<file path="config.mk">
export PLATFORM = sky130hd
export DESIGN_NAME = spot_welder_tick_controller_top
export DESIGN_NICKNAME = d
export VERILOG_FILES = /design/src/hw/rtl/swtc_pkg.sv /design/src/hw/rtl/swtc_debounce.sv /design/src/hw/rtl/swtc_ctrl.sv /design/src/hw/rtl/spot_welder_tick_controller_top.sv
export SDC_FILE = /design/constraint.sdc
export NUM_CORES = 1
export LEC_CHECK = 0
export BUFFER_PORTS_ARGS = -buffer_cell sky130_fd_sc_hd__buf_2
export CAP_MARGIN = 20
export CORE_MARGIN = 4
export CORE_UTILIZATION = 26
export DETAILED_ROUTE_END_ITERATION = 12
export GPL_TIMING_DRIVEN = 0
export PLACE_DENSITY = 0.5
export SLEW_MARGIN = 0
export SYNTH_ARGS = -nofsm -noshare
export SYNTH_HDL_FRONTEND = slang
export SYNTH_SLANG_ARGS = --single-unit
</file>
<file path="constraint.sdc">
create_clock -name clock -period 11.9 [get_ports clock]
set_clock_uncertainty 0.05 [all_clocks]
set_input_delay 1.785 -clock clock [delete_from_list [all_inputs] [get_ports clock]]
set_output_delay 1.785 -clock clock [all_outputs]
set_load 0.05 [all_outputs]
</file>
<file path="src/hw/rtl/swtc_pkg.sv">
`timescale 1ns / 1ps
// Shared types and constants for the spot welder tick controller.
// No dependencies; imported by every module of the block.
package swtc_pkg;

   localparam int unsigned CNT_W    = 16;
   localparam int unsigned PULSE_W  = 10;
   localparam int unsigned BANK_W   = 20;
   localparam int unsigned SAMPLE_W = 12;
   localparam int unsigned SCALE_W  = 8;
   localparam int unsigned CMP_W    = 16;
   localparam int unsigned ADDR_W   = 5;
   localparam int unsigned DATA_W   = 32;
   localparam int unsigned NUM_BTN  = 4;

   localparam logic [CNT_W-1:0]   CNT_MAX     = '1;
   localparam logic [PULSE_W-1:0] PULSE_RESET = 10'd10;
   localparam logic [16:0]        PULSE_SCALE = 17'd100;

   // register index = paddr[4:2]
   localparam logic [2:0] REG_DEBOUNCE  = 3'd0;
   localparam logic [2:0] REG_BANK_LIM  = 3'd1;
   localparam logic [2:0] REG_ADC_SCALE = 3'd2;
   localparam logic [2:0] REG_PULSE_MAX = 3'd3;
   localparam logic [2:0] REG_PULSE_MIN = 3'd4;
   localparam logic [2:0] REG_FLASH     = 3'd5;

   typedef struct packed {
      logic foot;
      logic charge;
      logic minus;
      logic plus;
   } btn_type;

   typedef struct packed {
      logic [PULSE_W-1:0] pulse_max_ms;
      logic [PULSE_W-1:0] pulse_min_ms;
      logic [CNT_W-1:0]   flash_ticks;
   } ctrl_cfg_type;

   typedef struct packed {
      logic             charge_relay;
      logic             discharge_relay;
      logic             start_led;
      logic             fire_pulse;
      logic [CMP_W-1:0] pulse_compare;
   } ctrl_res_type;

endpackage

</file>
<file path="src/hw/rtl/swtc_debounce.sv">
`timescale 1ns / 1ps
// One button lane: saturating run counter and debounced flag, emits the
// rising edge of the flag for the word being processed. Uses swtc_pkg.
module swtc_debounce (
   input  logic                       clock,
   input  logic                       reset,
   input  logic                       step,
   input  logic                       pressed,
   input  logic [swtc_pkg::CNT_W-1:0] threshold,
   output logic                       rise
);
   import swtc_pkg::*;

   logic [CNT_W-1:0] count_ff, count_in;
   logic             flag_ff, flag_in;

   always_comb begin
      if (pressed) begin
         count_in = (count_ff == CNT_MAX) ? count_ff : count_ff + 1'b1;
         flag_in  = flag_ff;
      end else begin
         count_in = '0;
         flag_in  = 1'b0;
      end
      // a zero threshold matches the cleared counter of a release
      if (count_in == threshold) begin
         flag_in = 1'b1;
      end
      rise = flag_in & ~flag_ff;
   end

   always_ff @(posedge clock) begin
      if (reset) begin
         count_ff <= '0;
         flag_ff  <= 1'b0;
      end else if (step) begin
         count_ff <= count_in;
         flag_ff  <= flag_in;
      end
   end

endmodule

</file>
<file path="src/hw/rtl/swtc_ctrl.sv">
`timescale 1ns / 1ps
// Charge/relay state, pulse length adjust, start LED flash sequence and
// timer compare value. Uses swtc_pkg.
module swtc_ctrl (
   input  logic                   clock,
   input  logic                   reset,
   input  logic                   step,
   input  logic                   over,
   input  swtc_pkg::btn_type      rise,
   input  swtc_pkg::ctrl_cfg_type cfg,
   output swtc_pkg::ctrl_res_type res
);
   import swtc_pkg::*;

   logic               charge_ff, charge_in;
   logic [1:0]         relay_ff, relay_in;   // bit0 charge, bit1 discharge
   logic               led_ff, led_in;
   logic               active_ff, active_in;
   logic [CNT_W-1:0]   fcount_ff, fcount_in;
   logic [PULSE_W-1:0] pulse_ff, pulse_in;

   logic [PULSE_W:0]   plus_val;
   logic [PULSE_W-1:0] pulse_mid, dec_val;
   logic [16:0]        prod;
   logic               fire;

   always_comb begin
      charge_in = charge_ff;
      relay_in  = relay_ff;
      if (over) begin
         charge_in = 1'b0;
         relay_in  = 2'b10;
      end
      if (rise.charge) begin
         charge_in = over ? 1'b0 : ~charge_ff;
         relay_in  = charge_in ? 2'b01 : 2'b10;
      end

      plus_val  = {1'b0, pulse_ff} + 1'b1;
      pulse_mid = pulse_ff;
      if (rise.plus) begin
         pulse_mid = (plus_val >= {1'b0, cfg.pulse_max_ms}) ?
                     cfg.pulse_max_ms : plus_val[PULSE_W-1:0];
      end
      dec_val  = pulse_mid - 1'b1;
      pulse_in = pulse_mid;
      if (rise.minus) begin
         pulse_in = (pulse_mid == '0 || dec_val <= cfg.pulse_min_ms) ?
                    cfg.pulse_min_ms : dec_val;
      end

      led_in    = led_ff;
      active_in = active_ff;
      if (rise.foot) begin
         led_in    = 1'b1;
         active_in = 1'b1;
      end
      fcount_in = (active_in && fcount_ff != CNT_MAX) ? fcount_ff + 1'b1 : fcount_ff;
      fire      = 1'b0;
      if (fcount_in >= cfg.flash_ticks) begin
         active_in = 1'b0;
         fcount_in = '0;
         led_in    = 1'b0;
         fire      = 1'b1;
      end

      prod = {7'd0, pulse_in} * PULSE_SCALE;

      res.charge_relay    = relay_in[0];
      res.discharge_relay = relay_in[1];
      res.start_led       = led_in;
      res.fire_pulse      = fire;
      res.pulse_compare   = prod[16] ? '1 : prod[CMP_W-1:0];
   end

   always_ff @(posedge clock) begin
      if (reset) begin
         charge_ff <= 1'b0;
         relay_ff  <= 2'b00;
         led_ff    <= 1'b0;
         active_ff <= 1'b0;
         fcount_ff <= '0;
         pulse_ff  <= PULSE_RESET;
      end else if (step) begin
         charge_ff <= charge_in;
         relay_ff  <= relay_in;
         led_ff    <= led_in;
         active_ff <= active_in;
         fcount_ff <= fcount_in;
         pulse_ff  <= pulse_in;
      end
   end

endmodule

</file>
<file path="src/hw/rtl/spot_welder_tick_controller_top.sv">
`timescale 1ns / 1ps
// Top level of the spot welder tick controller: input register, CSRs, bank
// voltage, result register. Uses swtc_pkg, swtc_debounce and swtc_ctrl.
//
// Usage:
//   req_* carries one tick word: ADC sample and four button levels.
//   rsp_* returns one word per tick: bank millivolts, relay drives, LED,
//   fire strobe and timer compare value, all after that tick's update.
//   A word is taken when valid is high and stall is low.
//   An accepted word goes into the input register, then into the result
//   register, which raises rsp_valid; a held result can delay that move.
//   Throughput is one word per cycle while rsp_stall is low, set by the
//   single combinational pass from the input register to the result
//   register, where the per-tick state is also updated.
//   When rsp_stall is high the result word holds; the input register still
//   takes one more word, after which req_stall rises until the result moves.
//   CSRs sit on an APB port at byte address 4*index and can be read back;
//   write them only while no word is in flight.
//   Synchronous reset empties both registers, loads the CSR defaults and
//   clears the debounce, charge and flash state; pulse length restarts
//   at 10 ms with both relays open.
module spot_welder_tick_controller_top (
   input  logic                          clock,
   input  logic                          reset,
   input  logic                          req_valid,
   output logic                          req_stall,
   input  logic [swtc_pkg::SAMPLE_W-1:0] req_adc_sample,
   input  logic                          req_plus_pressed,
   input  logic                          req_minus_pressed,
   input  logic                          req_charge_pressed,
   input  logic                          req_foot_pressed,
   output logic                          rsp_valid,
   input  logic                          rsp_stall,
   output logic [swtc_pkg::BANK_W-1:0]   rsp_bank_mv,
   output logic                          rsp_charge_relay,
   output logic                          rsp_discharge_relay,
   output logic                          rsp_start_led,
   output logic                          rsp_fire_pulse,
   output logic [swtc_pkg::CMP_W-1:0]    rsp_pulse_compare,
   input  logic                          psel,
   input  logic                          penable,
   input  logic                          pwrite,
   input  logic [swtc_pkg::ADDR_W-1:0]   paddr,
   input  logic [swtc_pkg::DATA_W-1:0]   pwdata,
   output logic [swtc_pkg::DATA_W-1:0]   prdata,
   output logic                          pready
);
   import swtc_pkg::*;

   // configuration registers
   logic [CNT_W-1:0]   debounce_ff;
   logic [BANK_W-1:0]  limit_ff;
   logic [SCALE_W-1:0] scale_ff;
   logic [PULSE_W-1:0] pmax_ff, pmin_ff;
   logic [CNT_W-1:0]   flash_ff;
   logic               csr_wr;
   logic [2:0]         csr_idx;

   // input register
   logic                in_valid_ff;
   logic [SAMPLE_W-1:0] in_sample_ff;
   btn_type             in_btn_ff, btn_now;
   logic                advance;

   // result register
   logic                rsp_valid_ff;
   logic [BANK_W-1:0]   bank_ff, bank_in;
   ctrl_res_type        res_ff, res_in;

   btn_type             rise;
   ctrl_cfg_type        ctrl_cfg;
   logic                over;

   assign pready  = 1'b1;
   assign csr_idx = paddr[ADDR_W-1:2];
   assign csr_wr  = psel && penable && pwrite;

   always_ff @(posedge clock) begin
      if (reset) begin
         debounce_ff <= 16'd50;
         limit_ff    <= 20'd16000;
         scale_ff    <= 8'd8;
         pmax_ff     <= 10'd100;
         pmin_ff     <= 10'd1;
         flash_ff    <= 16'd500;
      end else if (csr_wr) begin
         unique case (csr_idx)
            REG_DEBOUNCE:  debounce_ff <= pwdata[CNT_W-1:0];
            REG_BANK_LIM:  limit_ff    <= pwdata[BANK_W-1:0];
            REG_ADC_SCALE: scale_ff    <= pwdata[SCALE_W-1:0];
            REG_PULSE_MAX: pmax_ff     <= pwdata[PULSE_W-1:0];
            REG_PULSE_MIN: pmin_ff     <= pwdata[PULSE_W-1:0];
            REG_FLASH:     flash_ff    <= pwdata[CNT_W-1:0];
            default: ;
         endcase
      end
   end

   always_comb begin
      unique case (csr_idx)
         REG_DEBOUNCE:  prdata = {16'd0, debounce_ff};
         REG_BANK_LIM:  prdata = {12'd0, limit_ff};
         REG_ADC_SCALE: prdata = {24'd0, scale_ff};
         REG_PULSE_MAX: prdata = {22'd0, pmax_ff};
         REG_PULSE_MIN: prdata = {22'd0, pmin_ff};
         REG_FLASH:     prdata = {16'd0, flash_ff};
         default:       prdata = '0;
      endcase
   end

   // pipeline control
   assign advance   = in_valid_ff && (!rsp_valid_ff || !rsp_stall);
   assign req_stall = in_valid_ff && !advance;

   assign btn_now.plus   = req_plus_pressed;
   assign btn_now.minus  = req_minus_pressed;
   assign btn_now.charge = req_charge_pressed;
   assign btn_now.foot   = req_foot_pressed;

   always_ff @(posedge clock) begin
      if (reset) begin
         in_valid_ff <= 1'b0;
      end else if (!req_stall) begin
         in_valid_ff <= req_valid;
      end
   end

   always_ff @(posedge clock) begin
      if (req_valid && !req_stall) begin
         in_sample_ff <= req_adc_sample;
         in_btn_ff    <= btn_now;
      end
   end

   // bank voltage: 12 x 8 bit product fits the 20 bit field exactly
   assign bank_in = {8'd0, in_sample_ff} * {12'd0, scale_ff};
   assign over    = bank_in > limit_ff;

   swtc_debounce u_db_plus (
      .clock(clock), .reset(reset), .step(advance),
      .pressed(in_btn_ff.plus), .threshold(debounce_ff), .rise(rise.plus)
   );
   swtc_debounce u_db_minus (
      .clock(clock), .reset(reset), .step(advance),
      .pressed(in_btn_ff.minus), .threshold(debounce_ff), .rise(rise.minus)
   );
   swtc_debounce u_db_charge (
      .clock(clock), .reset(reset), .step(advance),
      .pressed(in_btn_ff.charge), .threshold(debounce_ff), .rise(rise.charge)
   );
   swtc_debounce u_db_foot (
      .clock(clock), .reset(reset), .step(advance),
      .pressed(in_btn_ff.foot), .threshold(debounce_ff), .rise(rise.foot)
   );

   assign ctrl_cfg.pulse_max_ms = pmax_ff;
   assign ctrl_cfg.pulse_min_ms = pmin_ff;
   assign ctrl_cfg.flash_ticks  = flash_ff;

   swtc_ctrl u_ctrl (
      .clock(clock),
      .reset(reset),
      .step (advance),
      .over (over),
      .rise (rise),
      .cfg  (ctrl_cfg),
      .res  (res_in)
   );

   always_ff @(posedge clock) begin
      if (reset) begin
         rsp_valid_ff <= 1'b0;
      end else if (!rsp_valid_ff || !rsp_stall) begin
         rsp_valid_ff <= advance;
      end
   end

   always_ff @(posedge clock) begin
      if (advance) begin
         bank_ff <= bank_in;
         res_ff  <= res_in;
      end
   end

   assign rsp_valid           = rsp_valid_ff;
   assign rsp_bank_mv         = bank_ff;
   assign rsp_charge_relay    = res_ff.charge_relay;
   assign rsp_discharge_relay = res_ff.discharge_relay;
   assign rsp_start_led       = res_ff.start_led;
   assign rsp_fire_pulse      = res_ff.fire_pulse;
   assign rsp_pulse_compare   = res_ff.pulse_compare;

   // the relays never close together
   a_relay_excl: assert property (@(posedge clock) disable iff (reset)
      rsp_valid_ff |-> !(res_ff.charge_relay && res_ff.discharge_relay))
      else $error("charge and discharge relays closed together");

   // the fire strobe ends the flash, so the LED is dark in that word
   a_fire_led: assert property (@(posedge clock) disable iff (reset)
      (rsp_valid_ff && res_ff.fire_pulse) |-> !res_ff.start_led)
      else $error("start LED lit in the fire word");

   // a word that advances out of the input register becomes a valid result word
   a_adv_result: assert property (@(posedge clock) disable iff (reset)
      advance |=> rsp_valid_ff)
      else $error("processed word did not reach the result register");

endmodule

</file>
==> results of run 1 <==
## per-layer routing
| layer | vias up | GRT usage | share of wire |
|---|---|---|---|
| li1 | 9010 | - | - |
| met1 | 9051 | 0.245 | 0.47 |
| met2 | 597 | 0.266 | 0.44 |
| met3 | 94 | 0.0221 | 0.060 |
| met4 | 0 | 0.0425 | 0.024 |
| met5 | - | 0 | 0 |
## how the worst max path moves through the flow
| stage | endpoint | slack, ns | cells after the start |
|---|---|---|---|
| CTS | rsp_pulse_compare[15] | 0.09 | 43 |
| finish | rsp_pulse_compare[15] | 0.77 | 44 |
| global route | rsp_pulse_compare[15] | -0.03 | 45 |
| global placement | rsp_pulse_compare[15] | -0.42 | 43 |
| floorplan | rsp_pulse_compare[2] | 1.95 | 43 |
| detailed placement | rsp_pulse_compare[15] | -0.26 | 43 |
## synthesized netlist by cell type, types with 8 or more instances
| cell | n | area share |
|---|---|---|
| and3_1 | 32 | 0.010 |
| a21o_1 | 18 | 0.0068 |
| or3_1 | 20 | 0.0063 |
| and4_1 | 8 | 0.0035 |
| nand3_1 | 83 | 0.021 |
| buf_2 | 10 | 0.0025 |
| nand3b_1 | 9 | 0.0034 |
| xnor2_1 | 58 | 0.026 |
| buf_6 | 8 | 0.0045 |
| nor4_1 | 27 | 0.0085 |
| and2_1 | 65 | 0.021 |
| nor3_1 | 68 | 0.017 |
| mux2i_1 | 59 | 0.030 |
| dfxtp_1 | 181 | 0.18 |
| or4_1 | 11 | 0.0042 |
| o211ai_1 | 34 | 0.013 |
| nand2_1 | 317 | 0.060 |
| fa_1 | 65 | 0.066 |
| a21boi_0 | 8 | 0.0030 |
| nor2_1 | 177 | 0.034 |
| nand4_1 | 36 | 0.011 |
| clkbuf_8 | 8 | 0.0056 |
| xor2_1 | 37 | 0.016 |
| nand2b_1 | 20 | 0.0063 |
| mux2_2 | 16 | 0.0091 |
| nor2b_1 | 17 | 0.0054 |
| ha_1 | 137 | 0.087 |
| or2_2 | 11 | 0.0035 |
| o22ai_1 | 11 | 0.0035 |
| a211oi_1 | 17 | 0.0064 |
| a31oi_1 | 15 | 0.0047 |
| clkbuf_1 | 105 | 0.020 |
| a21oi_1 | 202 | 0.051 |
| buf_1 | 12 | 0.0023 |
| a22oi_1 | 16 | 0.0061 |
| inv_1 | 188 | 0.036 |
| edfxtp_1 | 55 | 0.083 |
| o21a_1 | 18 | 0.0068 |
| buf_4 | 17 | 0.0064 |
| o21ai_0 | 111 | 0.028 |
## what timing repair did
item | in CTS | in global routing
endpoints found under the setup margin | 13 | 15
hold buffers | 0 | 0
resized for setup | 3 | 9
pin swaps | 1 | 2
setup buffers | 3 | 4
## cell type report
type,instances,area [µm²],share of cell area
Buffer,161,831,0.0364
Clock buffer,45,952,0.0418
Multi-Input combinational cell,1887,13100,0.573
Antenna cell,2,5.00,0.000219
Inverter,191,717,0.0314
Tap cell,969,1210,0.0532
Timing Repair Buffer,114,598,0.0262
Clock inverter,13,139,0.00609
Sequential cell,236,5280,0.231
## cells by family (layout without fill, tap and decap cells)
kind of cell / count (synthesis) / after routing / synth area share
compound gates: 551 / 551 / 0.176
simple gates: 943 / 943 / 0.237
fa+ha+maj: 202 / 202 / 0.152
mux: 79 / 79 / 0.0435
buf+inv: 352 / 524 / 0.0778
other cells: 2 / 15 / 0.000379
xor+xnor: 99 / 99 / 0.0466
flops: 236 / 236 / 0.266
## power groups by stage
stage / clock [mW] / combinational (mW) / sequential [mW]
finish: 1.01 / 0.305 / 0.851
global route: 1.06 / 0.332 / 0.853
CTS: 1.03 / 0.303 / 0.851
detailed placement: 0 / 0.300 / 0.869
global placement: 0 / 0.300 / 0.869
floorplan: 0 / 0.176 / 0.888
## state kept, by name (all words and copies together) (netlist names), 16 cells and up
name / cells
debounce_ff: 16
flash_ff: 16
limit_ff: 20
rsp_bank_mv: 20
u_ctrl.fcount_ff: 16
u_db_charge.count_ff: 16
u_db_foot.count_ff: 16
u_db_minus.count_ff: 16
u_db_plus.count_ff: 16
## per-stage QoR
stage          hold WS [ns]  area, µm²
2_1_floorplan         0.375      19800
3_3_place_gp          0.392      21600
3_5_place_dp          0.402      21600
4_1_cts               0.410      22700
5_1_grt               0.444      22800
6_report              0.406      22800
## tightest hold or removal path, cell delays in order (launching register included)
cell     delay, ns
dfxtp_1       0.29
inv_1         0.06
a21oi_1       0.06
==> impl_metrics.csv, run 1 <==
group,metric,value,unit
status,status,"finished clean",
clocking,insertion_delay,0.62,ns
routing,vias_per_cell,5.18,
finish,layout-drive-gt1-share,0.106,
worst_hold_path,min_to,"u_ctrl.led_ff",
timing,drv_slew,0,
place,placed_cells,3551,
timing,fin_tns_setup,0,ns
setup_path,r2r_start,"u_db_plus.count_ff[0]",
setup_path,cp_top_family,"compound AO/OA/AOI/OAI gates",
worst_hold_path,min_path_type,"register to register",
yosys,ys.warnings.count,0,
routing,wl_per_cell,19.7,µm
timing,fin_crit_sh,0.935,
clocking,root_buffer,"clkbuf_16",
finish,layout_commonest_cell,"nand2_1",
timing,finalHoldViolations,0,
finish,layout_common_cells,"nand2_1 (317), a21oi_1 (202), inv_1 (188), dfxtp_1 (181), nor2_1 (177)",
power_and_ir_drop,finalPower,2.17,mW
setup_path,worst_ep_required_time,12.18,ns
clocking,cts.htree.levels,1,
routing,vias,18800,
finish,num-nets-final,2884,
setup_path,cp-start-kind,"register",
setup_path,worst_path_most_repeated_cell,"ha_1",
setup_path,crit_start,"u_db_plus.count_ff[0]",
grt,grt_pass1_vias,17400,
clocking,cts_tree,"yes",
grt,grt_pass1_wl,109,mm
routing,ant_nets,0,
yosys,syn_inst,2464,
yosys,avgSynthCellArea,8.04,µm²
clocking,numCtsBuffers,31,
power_and_ir_drop,switching_share,0.294,
power_and_ir_drop,p_leak,9.44,nW
finish,syn2layout_area_growth,15.1,%
place,gp_congestion,0.901,
power_and_ir_drop,power.share.clock,0.466,
setup_path,slowest_stage,"a222oi_1",
timing,setup_ws,0.770,ns
grt,grt_max_degree,49,
floorplan,die_h,284,µm
finish,stdcell_count,3618,
setup_path,reg2reg_to,"rsp_pulse_compare[15]",
routing,drc,0,
power_and_ir_drop,vdd_drop_max,134,µV
setup_path,cp.buffers_inverters,5,
yosys,synth_seq_cells,236,
yosys,yosysSeqAreaShare,0.266,
setup_path,cp_max_fo,10,
place,hpwl,54.3,mm
finish,n_fill_cell,7988,
floorplan,die_w,284,µm
yosys,netlist_area,0.0198,mm²
setup_path,critPathCaptureType,"register",
finish,utilization,0.304,
clocking,clk_pin_slew,0.06,ns
worst_hold_path,hold_depth,2,
flow_run,cap_violations,0,
place,pre_cts_slack,-0.264,ns
routing,totalWireLength,71.2,mm
power_and_ir_drop,p_seq_frac,0.393,
yosys,ys_dominant_reg_cell,"dfxtp_1",
floorplan,start_util,0.264,
floorplan,die_area,0.0807,mm²
routing,initialDrtViolationCount,1505,
setup_path,r2r_cells,44,
yosys,synth_edf_count,55,
setup_path,r2r_slack,0.77,ns
timing,tightest_slew,1.13,ns
clocking,clockBufferDepth,3,
grt,antenna_found_initial,3,
worst_hold_path,hold_path.startpoint,"u_ctrl.led_ff",
power_and_ir_drop,power.switching,0.637,mW
place,port_buffers,105,
yosys,yosysUniqueCellTypes,100,
grt,gr-total-overflow,0,
grt,grt_usage,0.169,
yosys,async_flop_share,0,
setup_path,crit_path_max_incr_delay,0.50,ns
power_and_ir_drop,internal_power,1.53,mW
power_and_ir_drop,p_comb_frac,0.141,
setup_path,worstSetupPathType,"register to register",
floorplan,rows,100,
routing,drt_first_pass_iters,6,
timing,setup_viol,0,
clocking,cts.sinks,236,
timing,slew-limit-headroom,0.243,
floorplan,design.core.area,0.0749,mm²
timing,fmax,89.8,MHz
floorplan,top_level_ports,135,
setup_path,crit_arrival,11.41,ns
power_and_ir_drop,power_density,95.0,mW/mm²
timing,fin_crit,11.13,ns
(Power assumes the default switching activity.)
==> run 2: changes to the inputs <==
Settings changed: PLACE_DENSITY 0.5 to 0.51.
Clock period 11.9 ns to 9.77 ns, I/O delays scaled along.
==> run 2 against run 1 <==
- sequential cell count unchanged
- hold slack improved by 0.0055 ns
- worst setup slack got worse by 0.43 ns
- total power is 18% higher
- combinational power grew 26%
- via count grew 0.90%
- cell count is 0.88% higher
- register-to-register slack lost 0.43 ns
- critical path type unchanged
- sequential share of layout area down 0.45 points
- first-iteration DRC count rose by 9.9%
- critical endpoint is now rsp_pulse_compare[10]
- highest routed layer unchanged
- clock power is 13% higher
==> impl_metrics.csv, run 2 (synthesis results as in run 1) <==
group,metric,value,unit
timing,drv_slew,0,
grt,met1_usage,0.240,
flow_run,cap_violations,0,
floorplan,rows,100,
floorplan,design.core.area,0.0749,mm²
power_and_ir_drop,vdd_drop_max,139,µV
routing,vias,18900,
routing,vias_per_cell,5.18,
place,placed_cells,3551,
setup_path,r2r_cells,48,
grt,grt_usage,0.169,
grt,grt_pass1_vias,17600,
grt,gr-usage-met2,0.265,
floorplan,die_h,284,µm
timing,tightest_slew,1.13,ns
routing,drt_first_pass_iters,6,
clocking,root_buffer,"clkbuf_16",
grt,grt.met3_usage,0.0227,
setup_path,worst_ep_required_time,10.07,ns
clocking,clockBufferDepth,3,
setup_path,critPathCaptureType,"register",
setup_path,crit_path_max_incr_delay,0.56,ns
setup_path,cp_max_fo,10,
worst_hold_path,min_path_type,"register to register",
clocking,cts_tree,"yes",
routing,totalWireLength,71.4,mm
routing,drc,0,
timing,finalHoldViolations,0,
clocking,numCtsBuffers,31,
finish,layout-drive-gt1-share,0.139,
finish,layout_commonest_cell,"nand2_1",
floorplan,start_util,0.264,
floorplan,die_w,284,µm
place,port_buffers,105,
setup_path,cp-start-kind,"register",
status,status,"finished clean",
clocking,clk_pin_slew,0.06,ns
finish,stdcell_count,3650,
timing,rsz0062_at_grt,"true",
setup_path,worst_path_most_repeated_cell,"buf_6",
finish,num-nets-final,2916,
grt,grt_pass1_wl,108,mm
grt,gr-total-overflow,0,
finish,syn2layout_area_growth,18.0,%
place,hpwl,54.1,mm
setup_path,slowest_stage,"or4_4",
setup_path,worstSetupPathType,"register to register",
finish,layout_common_cells,"nand2_1 (315), a21oi_1 (200), inv_1 (186), nor2_1 (175), dfxtp_1 (162)",
clocking,cts.htree.levels,1,
timing,fin_crit,9.43,ns
grt,antenna_found_initial,1,
timing,fin_crit_sh,0.966,
worst_hold_path,hold_depth,2,
floorplan,top_level_ports,135,
routing,ant_nets,0,
clocking,cts.sinks,236,
power_and_ir_drop,p_leak,9.66,nW
floorplan,die_area,0.0807,mm²
place,gp_congestion,0.916,
grt,busiest_layer,"met2",
timing,fin_tns_setup,0,ns
setup_path,crit_arrival,9.73,ns
timing,fmax,106,MHz
timing,setup_viol,0,
clocking,insertion_delay,0.62,ns
power_and_ir_drop,power_density,110,mW/mm²
timing,slew-limit-headroom,0.245,
routing,wl_per_cell,19.6,µm
routing,initialDrtViolationCount,1654,
grt,grt_max_degree,49,
==> run 2: routing by layer <==
metal,up-vias,routed length [µm]
met5,-,0
met4,0,2270
met3,113,4650
met2,682,31600
met1,9043,32900
li1,9083,-
==> run 2: repair_timing <==
action,CTS,global route
endpoints found under the setup margin,15,15
gates cloned,1,0
pin swaps,14,34
gates resized for setup,49,68
setup buffers,26,15
hold buffers,0,0
==> run 2: path summary, 6_finish.rpt <==
path	startpoint	endpoint	slack [ns]
max	u_db_plus.count_ff[13]	rsp_pulse_compare[10]	0.34
min	u_ctrl.led_ff	u_ctrl.led_ff	0.41
max reg2reg	u_db_plus.count_ff[13]	rsp_pulse_compare[10]	0.34
min reg2reg	u_ctrl.led_ff	u_ctrl.led_ff	0.41
==> run 2: area by class of cell <==
| class | count | area (µm²) |
|---|---|---|
| Antenna cell | 3 | 7.51 |
| Sequential cell | 236 | 5300 |
| Buffer | 158 | 855 |
| Fill cell | 8020 | 51600 |
| Inverter | 191 | 721 |
| Multi-Input combinational cell | 1887 | 13400 |
| Tap cell | 969 | 1210 |
| Clock buffer | 42 | 858 |
| Timing Repair Buffer | 149 | 890 |
| Clock inverter | 15 | 134 |
==> run 2: worst max-delay path, delay by kind of cell, from the launching register on <==
family | cells | cell delay (ns)
AND/OR/NAND/NOR | 11 | 2.48
AO/OA/AOI/OAI | 15 | 1.87
adder cells (fa/ha/maj) | 6 | 1.67
buffers and inverters | 11 | 1.57
multiplexers | 3 | 0.69
XOR/XNOR | 2 | 0.48
flip-flops | 1 | 0.32
==> run 2: report_power, final <==
group | total (mW) | switching (mW) | internal, mW
logic | 0.384 | 0.263 | 0.121
clock network | 1.14 | 0.498 | 0.645
registers | 1.04 | 0.0174 | 1.02
total | 2.56 | 0.778 | 1.79
==> run 2: per-stage QoR <==
| stage | setup slack (ns) | utilization | area (µm²) | hold WS, ns | power (mW) |
|---|---|---|---|---|---|
| after detailed placement | -2.13 | 0.289 | 21600 | 0.401 | 1.42 |
| after global routing | -0.100 | 0.312 | 23400 | 0.422 | 2.66 |
| final | 0.336 | 0.312 | 23400 | 0.412 | 2.56 |
| after global placement | -2.25 | 0.288 | 21600 | 0.397 | 1.42 |
| after floorplan | 0.0141 | - | 19900 | 0.375 | 1.30 |
| after CTS | 0.0233 | 0.307 | 23000 | 0.409 | 2.58 |
